**src/design/tnb_pkg.sv**
```systemverilog
// ----------------------------------------------------------------------------
// Top-N bucket tracker package
// Shared constants, record codes, controller states and control structs.
// ----------------------------------------------------------------------------
package tnb_pkg;

   // Default parameter values.
   localparam int TOP_DEPTH_DEF   = 8;
   localparam int EVENT_BITS_DEF  = 32;
   localparam int BUCKET_BITS_DEF = 32;

   // Fixed field widths of the channels.
   localparam int FIELD_W  = 32;
   localparam int WIDE_W   = 64;
   localparam int LIMIT_W  = 4;
   localparam int LIMIT_RESET = 8;

   // Control widths that cover the whole TOP_DEPTH range (up to 32).
   localparam int CNT_W    = 6;
   localparam int IDX_W    = 5;
   localparam int REC_W    = 7;

   // Input function codes.
   localparam logic FUNC_VISIT = 1'b0;
   localparam logic FUNC_FLUSH = 1'b1;

   // Bucket kinds.
   localparam logic [1:0] KIND_BRANCH = 2'd0;
   localparam logic [1:0] KIND_LEAF   = 2'd1;

   // Group codes.
   localparam logic GRP_LEAF   = 1'b0;
   localparam logic GRP_BRANCH = 1'b1;

   // Record types.
   localparam logic [1:0] REC_STATS = 2'd0;
   localparam logic [1:0] REC_ENTRY = 2'd1;
   localparam logic [1:0] REC_DROP  = 2'd2;

   // Register index of the limit register.
   localparam logic REG_TOP_LIMIT = 1'b0;

   typedef enum logic [2:0] {
      ST_IDLE,
      ST_SCAN,
      ST_STATS,
      ST_ENTRY,
      ST_DROP,
      ST_CLEAR
   } ctl_state_type;

   // Command from the controller to the datapath.
   typedef struct packed {
      logic             visit;
      logic             clear;
      logic             emit;
      logic [1:0]       rtype;
      logic             grp;
      logic [IDX_W-1:0] idx;
      logic             final_res;
   } dp_cmd_type;

   // Status of one group.
   typedef struct packed {
      logic [CNT_W-1:0] n;
      logic             total_nz;
      logic             drop_nz;
   } grp_status_type;

endpackage

```
**src/design/tnb_if.sv**
```systemverilog
// ----------------------------------------------------------------------------
// Top-N bucket tracker channels
// Valid/ready channel interfaces for request words and response words.
// ----------------------------------------------------------------------------
interface tnb_req_if;
   import tnb_pkg::*;
   logic               valid;
   logic               ready;
   logic               func;
   logic [1:0]         kind;
   logic [FIELD_W-1:0] bucket;
   logic [FIELD_W-1:0] events;

   modport source (output valid, func, kind, bucket, events, input ready);
   modport sink   (input valid, func, kind, bucket, events, output ready);
endinterface

interface tnb_rsp_if;
   import tnb_pkg::*;
   logic               valid;
   logic               ready;
   logic [1:0]         record_type;
   logic               group;
   logic [FIELD_W-1:0] bucket_id;
   logic [FIELD_W-1:0] event_count;
   logic [WIDE_W-1:0]  tally;
   logic [WIDE_W-1:0]  sum_events;
   logic [FIELD_W-1:0] least;
   logic [FIELD_W-1:0] most;
   logic               final_res;

   modport source (output valid, record_type, group, bucket_id, event_count, tally,
                   sum_events, least, most, final_res, input ready);
   modport sink   (input valid, record_type, group, bucket_id, event_count, tally,
                   sum_events, least, most, final_res, output ready);
endinterface

```
**src/design/top_n_bucket_tracker_core.sv**
```systemverilog
// ----------------------------------------------------------------------------
// Top-N bucket tracker core
// Visit words stream at one word per cycle while the controller is idle; a flush
// holds off new request words until its readout and clear are done, and each
// response word sits in a one-word output register.
// Reset clears every list, statistic and tie record; the limit returns to 8.
// ----------------------------------------------------------------------------
module top_n_bucket_tracker_core #(
   parameter int TOP_DEPTH   = tnb_pkg::TOP_DEPTH_DEF,
   parameter int EVENT_BITS  = tnb_pkg::EVENT_BITS_DEF,
   parameter int BUCKET_BITS = tnb_pkg::BUCKET_BITS_DEF
) (
   input  logic         clock,
   input  logic         reset,
   tnb_req_if.sink      req_ch,
   tnb_rsp_if.source    rsp_ch,
   input  logic         csr_psel,
   input  logic         csr_penable,
   input  logic         csr_pwrite,
   input  logic [2:0]   csr_paddr,
   input  logic [31:0]  csr_pwdata,
   output logic [31:0]  csr_prdata,
   output logic         csr_pready
);
   import tnb_pkg::*;

   logic [LIMIT_W-1:0]   top_limit_ff;
   dp_cmd_type           cmd;
   grp_status_type [1:0] status;

   // Limit register write.
   always_ff @(posedge clock) begin
      if (reset) begin
         top_limit_ff <= LIMIT_W'(LIMIT_RESET);
      end else if (csr_psel && csr_penable && csr_pwrite && (csr_paddr[2] == REG_TOP_LIMIT)) begin
         top_limit_ff <= csr_pwdata[LIMIT_W-1:0];
      end
   end

   assign csr_pready = 1'b1;
   assign csr_prdata = (csr_paddr[2] == REG_TOP_LIMIT) ? {28'd0, top_limit_ff} : 32'd0;

   tnb_ctrl u_ctrl (
      .clock     (clock),
      .reset     (reset),
      .req_valid (req_ch.valid),
      .req_func  (req_ch.func),
      .req_ready (req_ch.ready),
      .rsp_ready (rsp_ch.ready),
      .rsp_valid (rsp_ch.valid),
      .status    (status),
      .cmd       (cmd)
   );

   tnb_datapath #(
      .TOP_DEPTH   (TOP_DEPTH),
      .EVENT_BITS  (EVENT_BITS),
      .BUCKET_BITS (BUCKET_BITS)
   ) u_datapath (
      .clock       (clock),
      .reset       (reset),
      .limit       (top_limit_ff),
      .kind        (req_ch.kind),
      .bucket      (req_ch.bucket),
      .events      (req_ch.events),
      .cmd         (cmd),
      .status      (status),
      .record_type (rsp_ch.record_type),
      .group       (rsp_ch.group),
      .bucket_id   (rsp_ch.bucket_id),
      .event_count (rsp_ch.event_count),
      .tally       (rsp_ch.tally),
      .sum_events  (rsp_ch.sum_events),
      .least       (rsp_ch.least),
      .most        (rsp_ch.most),
      .final_res   (rsp_ch.final_res)
   );

endmodule

```
**src/design/tnb_datapath.sv**
```systemverilog
// ----------------------------------------------------------------------------
// Top-N bucket tracker datapath
// Sorted lists with compare-and-shift cells, group statistics and the
// response word register.
// ----------------------------------------------------------------------------
module tnb_datapath #(
   parameter int TOP_DEPTH   = tnb_pkg::TOP_DEPTH_DEF,
   parameter int EVENT_BITS  = tnb_pkg::EVENT_BITS_DEF,
   parameter int BUCKET_BITS = tnb_pkg::BUCKET_BITS_DEF
) (
   input  logic                           clock,
   input  logic                           reset,
   input  logic [tnb_pkg::LIMIT_W-1:0]    limit,
   input  logic [1:0]                     kind,
   input  logic [tnb_pkg::FIELD_W-1:0]    bucket,
   input  logic [tnb_pkg::FIELD_W-1:0]    events,
   input  tnb_pkg::dp_cmd_type            cmd,
   output tnb_pkg::grp_status_type [1:0]  status,
   output logic [1:0]                     record_type,
   output logic                           group,
   output logic [tnb_pkg::FIELD_W-1:0]    bucket_id,
   output logic [tnb_pkg::FIELD_W-1:0]    event_count,
   output logic [tnb_pkg::WIDE_W-1:0]     tally,
   output logic [tnb_pkg::WIDE_W-1:0]     sum_events,
   output logic [tnb_pkg::FIELD_W-1:0]    least,
   output logic [tnb_pkg::FIELD_W-1:0]    most,
   output logic                           final_res
);
   import tnb_pkg::*;

   localparam int NW = $clog2(TOP_DEPTH + 1);
   localparam int IW = (TOP_DEPTH > 1) ? $clog2(TOP_DEPTH) : 1;

   // List storage, written before it is read.
   logic [EVENT_BITS-1:0]  cnt_ff [2][TOP_DEPTH];
   logic [BUCKET_BITS-1:0] bkt_ff [2][TOP_DEPTH];

   logic [NW-1:0]         n_ff        [2];
   logic [EVENT_BITS-1:0] tie_val_ff  [2];
   logic [WIDE_W-1:0]     drop_ff     [2];
   logic [EVENT_BITS-1:0] min_ff      [2];
   logic [EVENT_BITS-1:0] max_ff      [2];
   logic [WIDE_W-1:0]     total_ff    [2];
   logic [WIDE_W-1:0]     buckets_ff  [2];

   logic [1:0]         rtype_ff;
   logic               grp_ff;
   logic [FIELD_W-1:0] bid_ff;
   logic [FIELD_W-1:0] evc_ff;
   logic [WIDE_W-1:0]  tally_ff;
   logic [WIDE_W-1:0]  sum_ff;
   logic [FIELD_W-1:0] least_ff;
   logic [FIELD_W-1:0] most_ff;
   logic               final_ff;

   logic                  g;
   logic                  has_stats;
   logic [EVENT_BITS-1:0] ev;
   logic [BUCKET_BITS-1:0] bk;
   logic [NW-1:0]         lim;
   logic [NW-1:0]         n;
   logic [NW-1:0]         n_eff;
   logic                  full;
   logic [EVENT_BITS-1:0] last;
   logic [EVENT_BITS-1:0] prev;
   logic                  do_insert;
   logic [EVENT_BITS-1:0] tie_val_in;
   logic [WIDE_W-1:0]     drop_in;
   logic [TOP_DEPTH-1:0]  gt;
   logic [IW-1:0]         rd_idx;

   assign g         = (kind == KIND_LEAF) ? GRP_LEAF : GRP_BRANCH;
   assign has_stats = (kind == KIND_LEAF) || (kind == KIND_BRANCH);
   assign ev        = EVENT_BITS'(events);
   assign bk        = BUCKET_BITS'(bucket);
   assign n         = n_ff[g];
   assign last      = cnt_ff[g][IW'(n - 1'b1)];
   assign prev      = cnt_ff[g][IW'(n - NW'(2))];
   assign full      = (n >= lim) && (n != '0);
   assign rd_idx    = cmd.idx[IW-1:0];

   // Clamp the limit into one to TOP_DEPTH.
   always_comb begin
      if (limit == '0) begin
         lim = NW'(1);
      end else if (int'(limit) > TOP_DEPTH) begin
         lim = NW'(TOP_DEPTH);
      end else begin
         lim = NW'(limit);
      end
   end

   // Eviction and tie bookkeeping for a full list.
   always_comb begin
      n_eff      = n;
      do_insert  = 1'b1;
      tie_val_in = tie_val_ff[g];
      drop_in    = drop_ff[g];
      if (full) begin
         if (ev < last) begin
            do_insert = 1'b0;
         end else if (ev == last) begin
            do_insert  = 1'b0;
            tie_val_in = ev;
            drop_in    = drop_ff[g] + 64'd1;
         end else begin
            n_eff = n - 1'b1;
            if ((n_eff != '0) && (prev == last)) begin
               if (last > tie_val_ff[g]) begin
                  tie_val_in = last;
                  drop_in    = 64'd1;
               end else begin
                  drop_in = drop_ff[g] + 64'd1;
               end
            end else begin
               tie_val_in = '0;
               drop_in    = '0;
            end
         end
      end
   end

   // Each cell compares its count against the new one.
   always_comb begin
      for (int i = 0; i < TOP_DEPTH; i++) begin
         gt[i] = (NW'(i) < n_eff) && (cnt_ff[g][i] > ev);
      end
   end

   // Compare-and-shift cells: keep, take the new word, or take the neighbor's.
   always_ff @(posedge clock) begin
      if (cmd.visit && do_insert) begin
         for (int i = 0; i < TOP_DEPTH; i++) begin
            if ((NW'(i) <= n_eff) && !gt[i]) begin
               if (i == 0) begin
                  cnt_ff[g][i] <= ev;
                  bkt_ff[g][i] <= bk;
               end else if (gt[(i > 0) ? i - 1 : 0]) begin
                  cnt_ff[g][i] <= ev;
                  bkt_ff[g][i] <= bk;
               end else begin
                  cnt_ff[g][i] <= cnt_ff[g][(i > 0) ? i - 1 : 0];
                  bkt_ff[g][i] <= bkt_ff[g][(i > 0) ? i - 1 : 0];
               end
            end
         end
      end
   end

   // Counts, ties and statistics.
   always_ff @(posedge clock) begin
      if (reset || cmd.clear) begin
         for (int k = 0; k < 2; k++) begin
            n_ff[k]       <= '0;
            tie_val_ff[k] <= '0;
            drop_ff[k]    <= '0;
            min_ff[k]     <= '1;
            max_ff[k]     <= '0;
            total_ff[k]   <= '0;
            buckets_ff[k] <= '0;
         end
      end else if (cmd.visit) begin
         tie_val_ff[g] <= tie_val_in;
         drop_ff[g]    <= drop_in;
         if (do_insert) begin
            n_ff[g] <= n_eff + 1'b1;
         end
         if (has_stats) begin
            if (ev < min_ff[g]) begin
               min_ff[g] <= ev;
            end
            if (ev > max_ff[g]) begin
               max_ff[g] <= ev;
            end
            total_ff[g]   <= total_ff[g] + WIDE_W'(ev);
            buckets_ff[g] <= buckets_ff[g] + 64'd1;
         end
      end
   end

   // Response word register.
   always_ff @(posedge clock) begin
      if (cmd.emit) begin
         rtype_ff <= cmd.rtype;
         grp_ff   <= cmd.grp;
         final_ff <= cmd.final_res;
         bid_ff   <= '0;
         evc_ff   <= '0;
         tally_ff <= '0;
         sum_ff   <= '0;
         least_ff <= '0;
         most_ff  <= '0;
         case (cmd.rtype)
            REC_STATS: begin
               tally_ff <= buckets_ff[cmd.grp];
               sum_ff   <= total_ff[cmd.grp];
               least_ff <= FIELD_W'(min_ff[cmd.grp]);
               most_ff  <= FIELD_W'(max_ff[cmd.grp]);
            end
            REC_ENTRY: begin
               bid_ff <= FIELD_W'(bkt_ff[cmd.grp][rd_idx]);
               evc_ff <= FIELD_W'(cnt_ff[cmd.grp][rd_idx]);
            end
            default: begin
               evc_ff   <= FIELD_W'(tie_val_ff[cmd.grp]);
               tally_ff <= drop_ff[cmd.grp];
            end
         endcase
      end
   end

   // Group status for the controller.
   always_comb begin
      for (int k = 0; k < 2; k++) begin
         status[k].n        = CNT_W'(n_ff[k]);
         status[k].total_nz = (total_ff[k] != '0);
         status[k].drop_nz  = (drop_ff[k] != '0);
      end
   end

   assign record_type = rtype_ff;
   assign group       = grp_ff;
   assign bucket_id   = bid_ff;
   assign event_count = evc_ff;
   assign tally       = tally_ff;
   assign sum_events  = sum_ff;
   assign least       = least_ff;
   assign most        = most_ff;
   assign final_res   = final_ff;

endmodule

```
**src/design/tnb_ctrl.sv**
```systemverilog
// ----------------------------------------------------------------------------
// Top-N bucket tracker controller
// Accepts request words and sequences the flush readout and clear.
// ----------------------------------------------------------------------------
module tnb_ctrl (
   input  logic                          clock,
   input  logic                          reset,
   input  logic                          req_valid,
   input  logic                          req_func,
   output logic                          req_ready,
   input  logic                          rsp_ready,
   output logic                          rsp_valid,
   input  tnb_pkg::grp_status_type [1:0] status,
   output tnb_pkg::dp_cmd_type           cmd
);
   import tnb_pkg::*;

   ctl_state_type    state_ff, state_in;
   logic             grp_ff, grp_in;
   logic [IDX_W-1:0] idx_ff, idx_in;
   logic [REC_W-1:0] rem_ff, rem_in;
   logic             rsp_valid_ff;

   logic             out_free;
   logic             accept;
   logic             emit_now;
   logic [REC_W-1:0] rc0, rc1;
   grp_status_type   cur;
   logic             last_entry;

   assign out_free   = !rsp_valid_ff || rsp_ready;
   assign accept     = req_valid && req_ready;
   assign cur        = status[grp_ff];
   assign last_entry = ({1'b0, idx_ff} == (cur.n - 1'b1));
   assign rc0 = (status[0].n == '0) ? '0 :
                REC_W'(status[0].n) + REC_W'(status[0].total_nz) + REC_W'(status[0].drop_nz);
   assign rc1 = (status[1].n == '0) ? '0 :
                REC_W'(status[1].n) + REC_W'(status[1].total_nz) + REC_W'(status[1].drop_nz);

   // Next state, group, entry index and remaining word count.
   always_comb begin
      state_in = state_ff;
      grp_in   = grp_ff;
      idx_in   = idx_ff;
      rem_in   = emit_now ? rem_ff - 1'b1 : rem_ff;
      case (state_ff)
         ST_IDLE: begin
            if (accept && (req_func == FUNC_FLUSH)) begin
               state_in = ST_SCAN;
               grp_in   = GRP_LEAF;
               rem_in   = rc0 + rc1;
            end
         end
         ST_SCAN: begin
            idx_in = '0;
            if (cur.n == '0) begin
               if (grp_ff == GRP_BRANCH) begin
                  state_in = ST_CLEAR;
               end else begin
                  grp_in = GRP_BRANCH;
               end
            end else if (cur.total_nz) begin
               state_in = ST_STATS;
            end else begin
               state_in = ST_ENTRY;
            end
         end
         ST_STATS: begin
            if (out_free) begin
               state_in = ST_ENTRY;
            end
         end
         ST_ENTRY: begin
            if (out_free) begin
               if (!last_entry) begin
                  idx_in = idx_ff + 1'b1;
               end else if (cur.drop_nz) begin
                  state_in = ST_DROP;
               end else if (grp_ff == GRP_BRANCH) begin
                  state_in = ST_CLEAR;
               end else begin
                  state_in = ST_SCAN;
                  grp_in   = GRP_BRANCH;
               end
            end
         end
         ST_DROP: begin
            if (out_free) begin
               if (grp_ff == GRP_BRANCH) begin
                  state_in = ST_CLEAR;
               end else begin
                  state_in = ST_SCAN;
                  grp_in   = GRP_BRANCH;
               end
            end
         end
         ST_CLEAR: begin
            state_in = ST_IDLE;
         end
         default: begin
            state_in = ST_IDLE;
         end
      endcase
   end

   // Commands to the datapath.
   always_comb begin
      req_ready     = (state_ff == ST_IDLE);
      emit_now      = 1'b0;
      cmd           = '0;
      cmd.grp       = grp_ff;
      cmd.idx       = idx_ff;
      cmd.final_res = (rem_ff == REC_W'(1));
      case (state_ff)
         ST_IDLE: begin
            cmd.visit = req_valid && (req_func == FUNC_VISIT);
         end
         ST_STATS: begin
            emit_now  = out_free;
            cmd.rtype = REC_STATS;
         end
         ST_ENTRY: begin
            emit_now  = out_free;
            cmd.rtype = REC_ENTRY;
         end
         ST_DROP: begin
            emit_now  = out_free;
            cmd.rtype = REC_DROP;
         end
         ST_CLEAR: begin
            cmd.clear = 1'b1;
         end
         default: begin
            cmd.rtype = REC_STATS;
         end
      endcase
      cmd.emit = emit_now;
   end

   // Controller registers.
   always_ff @(posedge clock) begin
      if (reset) begin
         state_ff     <= ST_IDLE;
         grp_ff       <= GRP_LEAF;
         idx_ff       <= '0;
         rem_ff       <= '0;
         rsp_valid_ff <= 1'b0;
      end else begin
         state_ff <= state_in;
         grp_ff   <= grp_in;
         idx_ff   <= idx_in;
         rem_ff   <= rem_in;
         if (emit_now) begin
            rsp_valid_ff <= 1'b1;
         end else if (rsp_ready) begin
            rsp_valid_ff <= 1'b0;
         end
      end
   end

   assign rsp_valid = rsp_valid_ff;

endmodule
```
**src/flat_wrapper.sv**
```systemverilog
// flat-port wrapper written by rule: the top's interface ports become plain ports
module top_n_bucket_tracker_core_flat import tnb_pkg::*;
#(
   parameter int TOP_DEPTH   = tnb_pkg::TOP_DEPTH_DEF,
   parameter int EVENT_BITS  = tnb_pkg::EVENT_BITS_DEF,
   parameter int BUCKET_BITS = tnb_pkg::BUCKET_BITS_DEF
)
  (clock, reset, csr_psel, csr_penable, csr_pwrite, csr_paddr, csr_pwdata, csr_prdata, csr_pready, req_ch_valid, req_ch_func, req_ch_kind, req_ch_bucket, req_ch_events, req_ch_ready, rsp_ch_valid, rsp_ch_record_type, rsp_ch_group, rsp_ch_bucket_id, rsp_ch_event_count, rsp_ch_tally, rsp_ch_sum_events, rsp_ch_least, rsp_ch_most, rsp_ch_final_res, rsp_ch_ready);
  tnb_req_if req_ch_i ();
  tnb_rsp_if rsp_ch_i ();
  input  logic clock;
  input  logic reset;
  input  logic csr_psel;
  input  logic csr_penable;
  input  logic csr_pwrite;
  input  logic [2:0] csr_paddr;
  input  logic [31:0] csr_pwdata;
  output logic [31:0] csr_prdata;
  output logic csr_pready;
  input wire logic [$bits(req_ch_i.valid)-1:0] req_ch_valid;
  input wire logic [$bits(req_ch_i.func)-1:0] req_ch_func;
  input wire logic [$bits(req_ch_i.kind)-1:0] req_ch_kind;
  input wire logic [$bits(req_ch_i.bucket)-1:0] req_ch_bucket;
  input wire logic [$bits(req_ch_i.events)-1:0] req_ch_events;
  output wire logic [$bits(req_ch_i.ready)-1:0] req_ch_ready;
  output wire logic [$bits(rsp_ch_i.valid)-1:0] rsp_ch_valid;
  output wire logic [$bits(rsp_ch_i.record_type)-1:0] rsp_ch_record_type;
  output wire logic [$bits(rsp_ch_i.group)-1:0] rsp_ch_group;
  output wire logic [$bits(rsp_ch_i.bucket_id)-1:0] rsp_ch_bucket_id;
  output wire logic [$bits(rsp_ch_i.event_count)-1:0] rsp_ch_event_count;
  output wire logic [$bits(rsp_ch_i.tally)-1:0] rsp_ch_tally;
  output wire logic [$bits(rsp_ch_i.sum_events)-1:0] rsp_ch_sum_events;
  output wire logic [$bits(rsp_ch_i.least)-1:0] rsp_ch_least;
  output wire logic [$bits(rsp_ch_i.most)-1:0] rsp_ch_most;
  output wire logic [$bits(rsp_ch_i.final_res)-1:0] rsp_ch_final_res;
  input wire logic [$bits(rsp_ch_i.ready)-1:0] rsp_ch_ready;
  assign req_ch_i.valid = req_ch_valid;
  assign req_ch_i.func = req_ch_func;
  assign req_ch_i.kind = req_ch_kind;
  assign req_ch_i.bucket = req_ch_bucket;
  assign req_ch_i.events = req_ch_events;
  assign req_ch_ready = req_ch_i.ready;
  assign rsp_ch_valid = rsp_ch_i.valid;
  assign rsp_ch_record_type = rsp_ch_i.record_type;
  assign rsp_ch_group = rsp_ch_i.group;
  assign rsp_ch_bucket_id = rsp_ch_i.bucket_id;
  assign rsp_ch_event_count = rsp_ch_i.event_count;
  assign rsp_ch_tally = rsp_ch_i.tally;
  assign rsp_ch_sum_events = rsp_ch_i.sum_events;
  assign rsp_ch_least = rsp_ch_i.least;
  assign rsp_ch_most = rsp_ch_i.most;
  assign rsp_ch_final_res = rsp_ch_i.final_res;
  assign rsp_ch_i.ready = rsp_ch_ready;
  top_n_bucket_tracker_core #(.TOP_DEPTH(TOP_DEPTH), .EVENT_BITS(EVENT_BITS), .BUCKET_BITS(BUCKET_BITS)) u_core (.clock(clock), .reset(reset), .req_ch(req_ch_i), .rsp_ch(rsp_ch_i), .csr_psel(csr_psel), .csr_penable(csr_penable), .csr_pwrite(csr_pwrite), .csr_paddr(csr_paddr), .csr_pwdata(csr_pwdata), .csr_prdata(csr_prdata), .csr_pready(csr_pready));
endmodule
```
**config.mk**
```make
export PLATFORM = sky130hd
export DESIGN_NAME = top_n_bucket_tracker_core_flat
export DESIGN_NICKNAME = d
export VERILOG_FILES = /design/src/design/tnb_pkg.sv /design/src/design/tnb_if.sv /design/src/design/top_n_bucket_tracker_core.sv /design/src/design/tnb_datapath.sv /design/src/design/tnb_ctrl.sv /design/src/flat_wrapper.sv
export SDC_FILE = /design/constraint.sdc
export NUM_CORES = 2
export LEC_CHECK = 0
export ABC_CLOCK_PERIOD_IN_PS = 37300
export BUFFER_PORTS_ARGS = -buffer_cell sky130_fd_sc_hd__buf_2
export CORE_MARGIN = 2
export CORE_UTILIZATION = 45
export CTS_CLUSTER_SIZE = 8
export DETAILED_ROUTE_END_ITERATION = 12
export PLACE_DENSITY = 0.58
export SLEW_MARGIN = 20
export SYNTH_ARGS = -nofsm -noshare
export SYNTH_HDL_FRONTEND = slang
export SYNTH_SLANG_ARGS = --single-unit
export TNS_END_PERCENT = 5
```
**constraint.sdc**
```tcl
create_clock -name clock -period 37.3 [get_ports clock]
set_input_delay 5.595 -clock clock [delete_from_list [all_inputs] [get_ports clock]]
set_output_delay 5.595 -clock clock [all_outputs]
set_load 0.03 [all_outputs]
```
==> flow_summary.toml <==
[synth]
netlist_area_um2 = 108000
synth_edf_count = 1868
synth-seq-cells = 1890
async_flop_share_pct = 0
synth_area_leaders = "edfxtp_1 (52%), mux2i_1 (7.4%), mux4_2 (6.7%)"
synth_top_area_share_pct = 52.0
synthCells = 8898
syn_area_per_cell_um2 = 12.1
synth-seq-area-share_pct = 52.4
synth_top_area_cell = "edfxtp_1"
synth.distinct_cells = 103
synth_ff_type = "edfxtp_1"
yosysWarnings = 0

[route]
drt_iter0_markers = 8942
vias = 78500
wl_um = 365000
wl_per_cell_um = 29.5
via_per_inst = 6.33
drt_pass1_iterations = 6
ant_nets = 0
drc = 0

[pwr]
switching_share_pct = 32.9
combPwrFrac_pct = 27.7
power.switching_mw = 2.30
peakVddDrop_mv = 0.0429
internal_power_mw = 4.69
p_clk_share_pct = 33.1
seq_power_share_pct = 39.2
p_leak_nw = 44.5
powerDensity_nw_per_um2 = 58.0
p_total_mw = 6.99

[clock_tree]
clock-sinks = 1890
post_cts_buffers = 0
ctsHoldBuffers = 0
clk_pin_slew_worst_paths_ns = 0.04
cts_root_buffer = "clkbuf_16"
post_cts_resized = 0
htreeDepth = 5
clk_latency_ns = 0.96
tritoncts = "yes"
cts_buffer_depth = 4
cts_buffers = 289

[sta]
fin_tns_setup_ns = 0
whs_ns = 0.518
fin_crit_ns = 15.50
slew_headroom_pct = 22.3
grt_setup_unrepaired = "false"
hold_viol_final = 0
drv_slew = 0
post-route-period-util_pct = 41.6
setup_viol = 0
maxClockFrequency_mhz = 64.5
worst_pin_slew_ns = 1.16
finalClockSkew_ns = 0.0614

[cells_and_area]
syn_to_final_growth_pct = 11.7
final_util_pct = 50.6
drive_gt1_share_pct = 17.0
fin_area_um2 = 121000
fillerInstances = 20700
final_nets = 9715

[job]
max_cap_violations = 0

[worst_setup_path]
worstSetupStartpointType = "primary input"
path_common_cell = "buf_4"
reg2reg_from = "u_core.u_datapath.n_ff[0][2]"
worstSetupEndpointType = "register"
cp_num_cells = 24
rr_endpoint = "u_core.u_datapath.cnt_ff[0][243]"
slowest_delay_ns = 0.84
r2r_slack_ns = 27.64
cp_slowest_cell = "and2_4"
crit_required_ns = 37.84
path_buf_inv = 9
crit_chain = "buf_2 > and2b_4 > buf_4 > buf_4 > buf_4 > mux2i_1 > inv_1 > o22ai_1 > a2111oi_0 > or2_2 > inv_1 > ha_1 > nand4_1 > or4_1 > nor3_2 > buf_4 > nor4_1 > xnor2_1 > ha_1 > nand3_1 > a21oi_4 > buf_4 > and2_4 > buf_4"
arrival_ns = 16.04
rr_worst_depth = 20
critPathKind = "in2reg"
cp_max_fo = 67
cp_top_family = "buffers and inverters"

[grt]
grt-ovfl-total = 0
grt_max_degree = 161
grt_pass1_wl_um = 528000
grt_pass1_vias = 77000
grt_usage_pct = 29.3
antenna_found_initial = 33

[place]
gp_congestion = 0.982
hpwl_um = 240000
dpl_cell_area_um2 = 113000
port-buffer-count = 344

[floorplan]
placementRows = 179
die_height_um = 494
die-area_um2 = 244000
core_area_um2 = 238000
die_w_um = 494
initial_utilization_pct = 45.3
pin_count = 404

[worst_hold_path]
hold_depth = 2
hold_class = "reg2reg"
holdPathEnd = "u_core.top_limit_ff[0]"
worstHoldStart = "u_core.top_limit_ff[0]"

[run_status]
status = "complete, no violations"
power groups by stage:
| stage | clock, mW | combinational, mW | sequential, mW |
|---|---|---|---|
| final | 2.31 | 1.93 | 2.74 |
| after global routing | 2.43 | 2.05 | 2.76 |
| after CTS | 2.35 | 1.92 | 2.74 |
| after detailed placement | 0 | 1.92 | 2.78 |
| after global placement | 0 | 1.90 | 2.77 |
| after floorplan | 0 | 1.15 | 2.94 |
tightest hold or removal path, stage by stage, from the launching register on:
cell and delay (ns):
dfxtp_1 0.33, mux2i_1 0.07, nor2_1 0.07
routing by layer:
layer,part of all wire (%),vias to the layer above,track usage (%)
met5,0.044,-,0
met4,4.0,24,11.1
met3,8.9,764,5.48
met2,46,3968,45.9
met1,41,39600,40.4
li1,-,34200,-
sequential cells by signal (all words and copies together), names as in the netlist, 64 cells and up, named ones only:
name	flops
u_core.u_datapath.buckets_ff	128
u_core.u_datapath.tally	64
u_core.u_datapath.drop_ff	128
u_core.u_datapath.max_ff	64
u_core.u_datapath.bkt_ff	512
u_core.u_datapath.total_ff	128
u_core.u_datapath.min_ff	64
u_core.u_datapath.cnt_ff	512
u_core.u_datapath.tie_val_ff	64
u_core.u_datapath.sum_events	64
synth_stat cells (75+ instances only):
library cell,instances
clkbuf_1,304
o22ai_1,131
nand4_1,115
edfxtp_1,1868
xor2_1,156
mux2_2,314
a21o_1,120
nand3_1,237
mux4_2,320
xnor2_1,133
nor3_1,75
mux2i_1,794
nand2_1,1103
a21oi_1,314
a22oi_1,90
and3_1,90
inv_1,241
nor4_1,154
ha_1,436
buf_2,117
o21ai_0,180
nor2_1,760
layout by cell type, fill, tap and decap left out, types with 47 or more instances in the layout:
cell type | synthesis | final
nor4_1 | 154 | 154
xnor2_1 | 133 | 132
buf_2 | 117 | 344
xor2_1 | 156 | 156
and3_1 | 90 | 89
ha_1 | 436 | 435
nor2b_1 | 48 | 47
nor3_1 | 75 | 73
mux2i_1 | 794 | 793
o21ai_0 | 180 | 179
mux2_2 | 314 | 313
clkbuf_16 | 0 | 297
a21o_1 | 120 | 119
a22oi_1 | 90 | 90
nand2_1 | 1103 | 1097
nor2_1 | 760 | 742
nand4_1 | 115 | 115
edfxtp_1 | 1868 | 1868
o22ai_1 | 131 | 131
a21oi_1 | 314 | 311
nand3_1 | 237 | 235
mux4_2 | 320 | 320
inv_1 | 241 | 241
buf_4 | 55 | 166
cell families (layout without fill, tap and decap cells):
group                    count (synthesis)  count (layout)  synth area share [%]
other                                    2              39               0.00696
flip-flops                            1890            1890                  52.4
buffers and inverters                  840            1132                  3.44
multiplexers                          1454            1454                  17.6
AND/OR/NAND/NOR                       2727            2727                  11.3
AO/OA/AOI/OAI                         1255            1255                  7.77
XOR/XNOR                               290             290                  2.36
adder cells (fa/ha/maj)                440             440                  5.13
through the flow:
stage          setup slack [ns]  cells
3_3_place_gp              21.22  12000
2_1_floorplan             18.56   8925
5_1_grt                   21.51  12400
4_1_cts                   22.00  12400
6_report                  21.80  12400
3_5_place_dp              21.06  12000
how the worst max path moves through the flow:
stage | startpoint | end | slack [ns]
final | req_ch_kind[0] | u_core.u_datapath.cnt_ff[0][243] | 21.80
after global routing | req_ch_kind[0] | u_core.u_datapath.cnt_ff[0][245] | 21.51
after CTS | req_ch_kind[0] | u_core.u_datapath.cnt_ff[0][243] | 22.00
after detailed placement | req_ch_kind[0] | u_core.u_datapath.cnt_ff[0][243] | 21.06
after global placement | req_ch_kind[0] | u_core.u_datapath.cnt_ff[0][243] | 21.22
after floorplan | rsp_ch_ready | u_core.u_ctrl.rem_ff[4] | 18.56
area by class of cell:
class / count / area (um^2) / share of cell area, %
Timing Repair Buffer: 518 / 3130 / 2.59
Inverter: 272 / 1020 / 0.848
Clock buffer: 331 / 7570 / 6.28
Antenna cell: 10 / 25.0 / 0.0208
Clock inverter: 11 / 87.6 / 0.0727
Sequential cell: 1890 / 56600 / 46.9
Multi-Input combinational cell: 6195 / 48200 / 40.0
Tap cell: 3167 / 3960 / 3.29
Note: power is estimated with default switching activity, not from simulation.
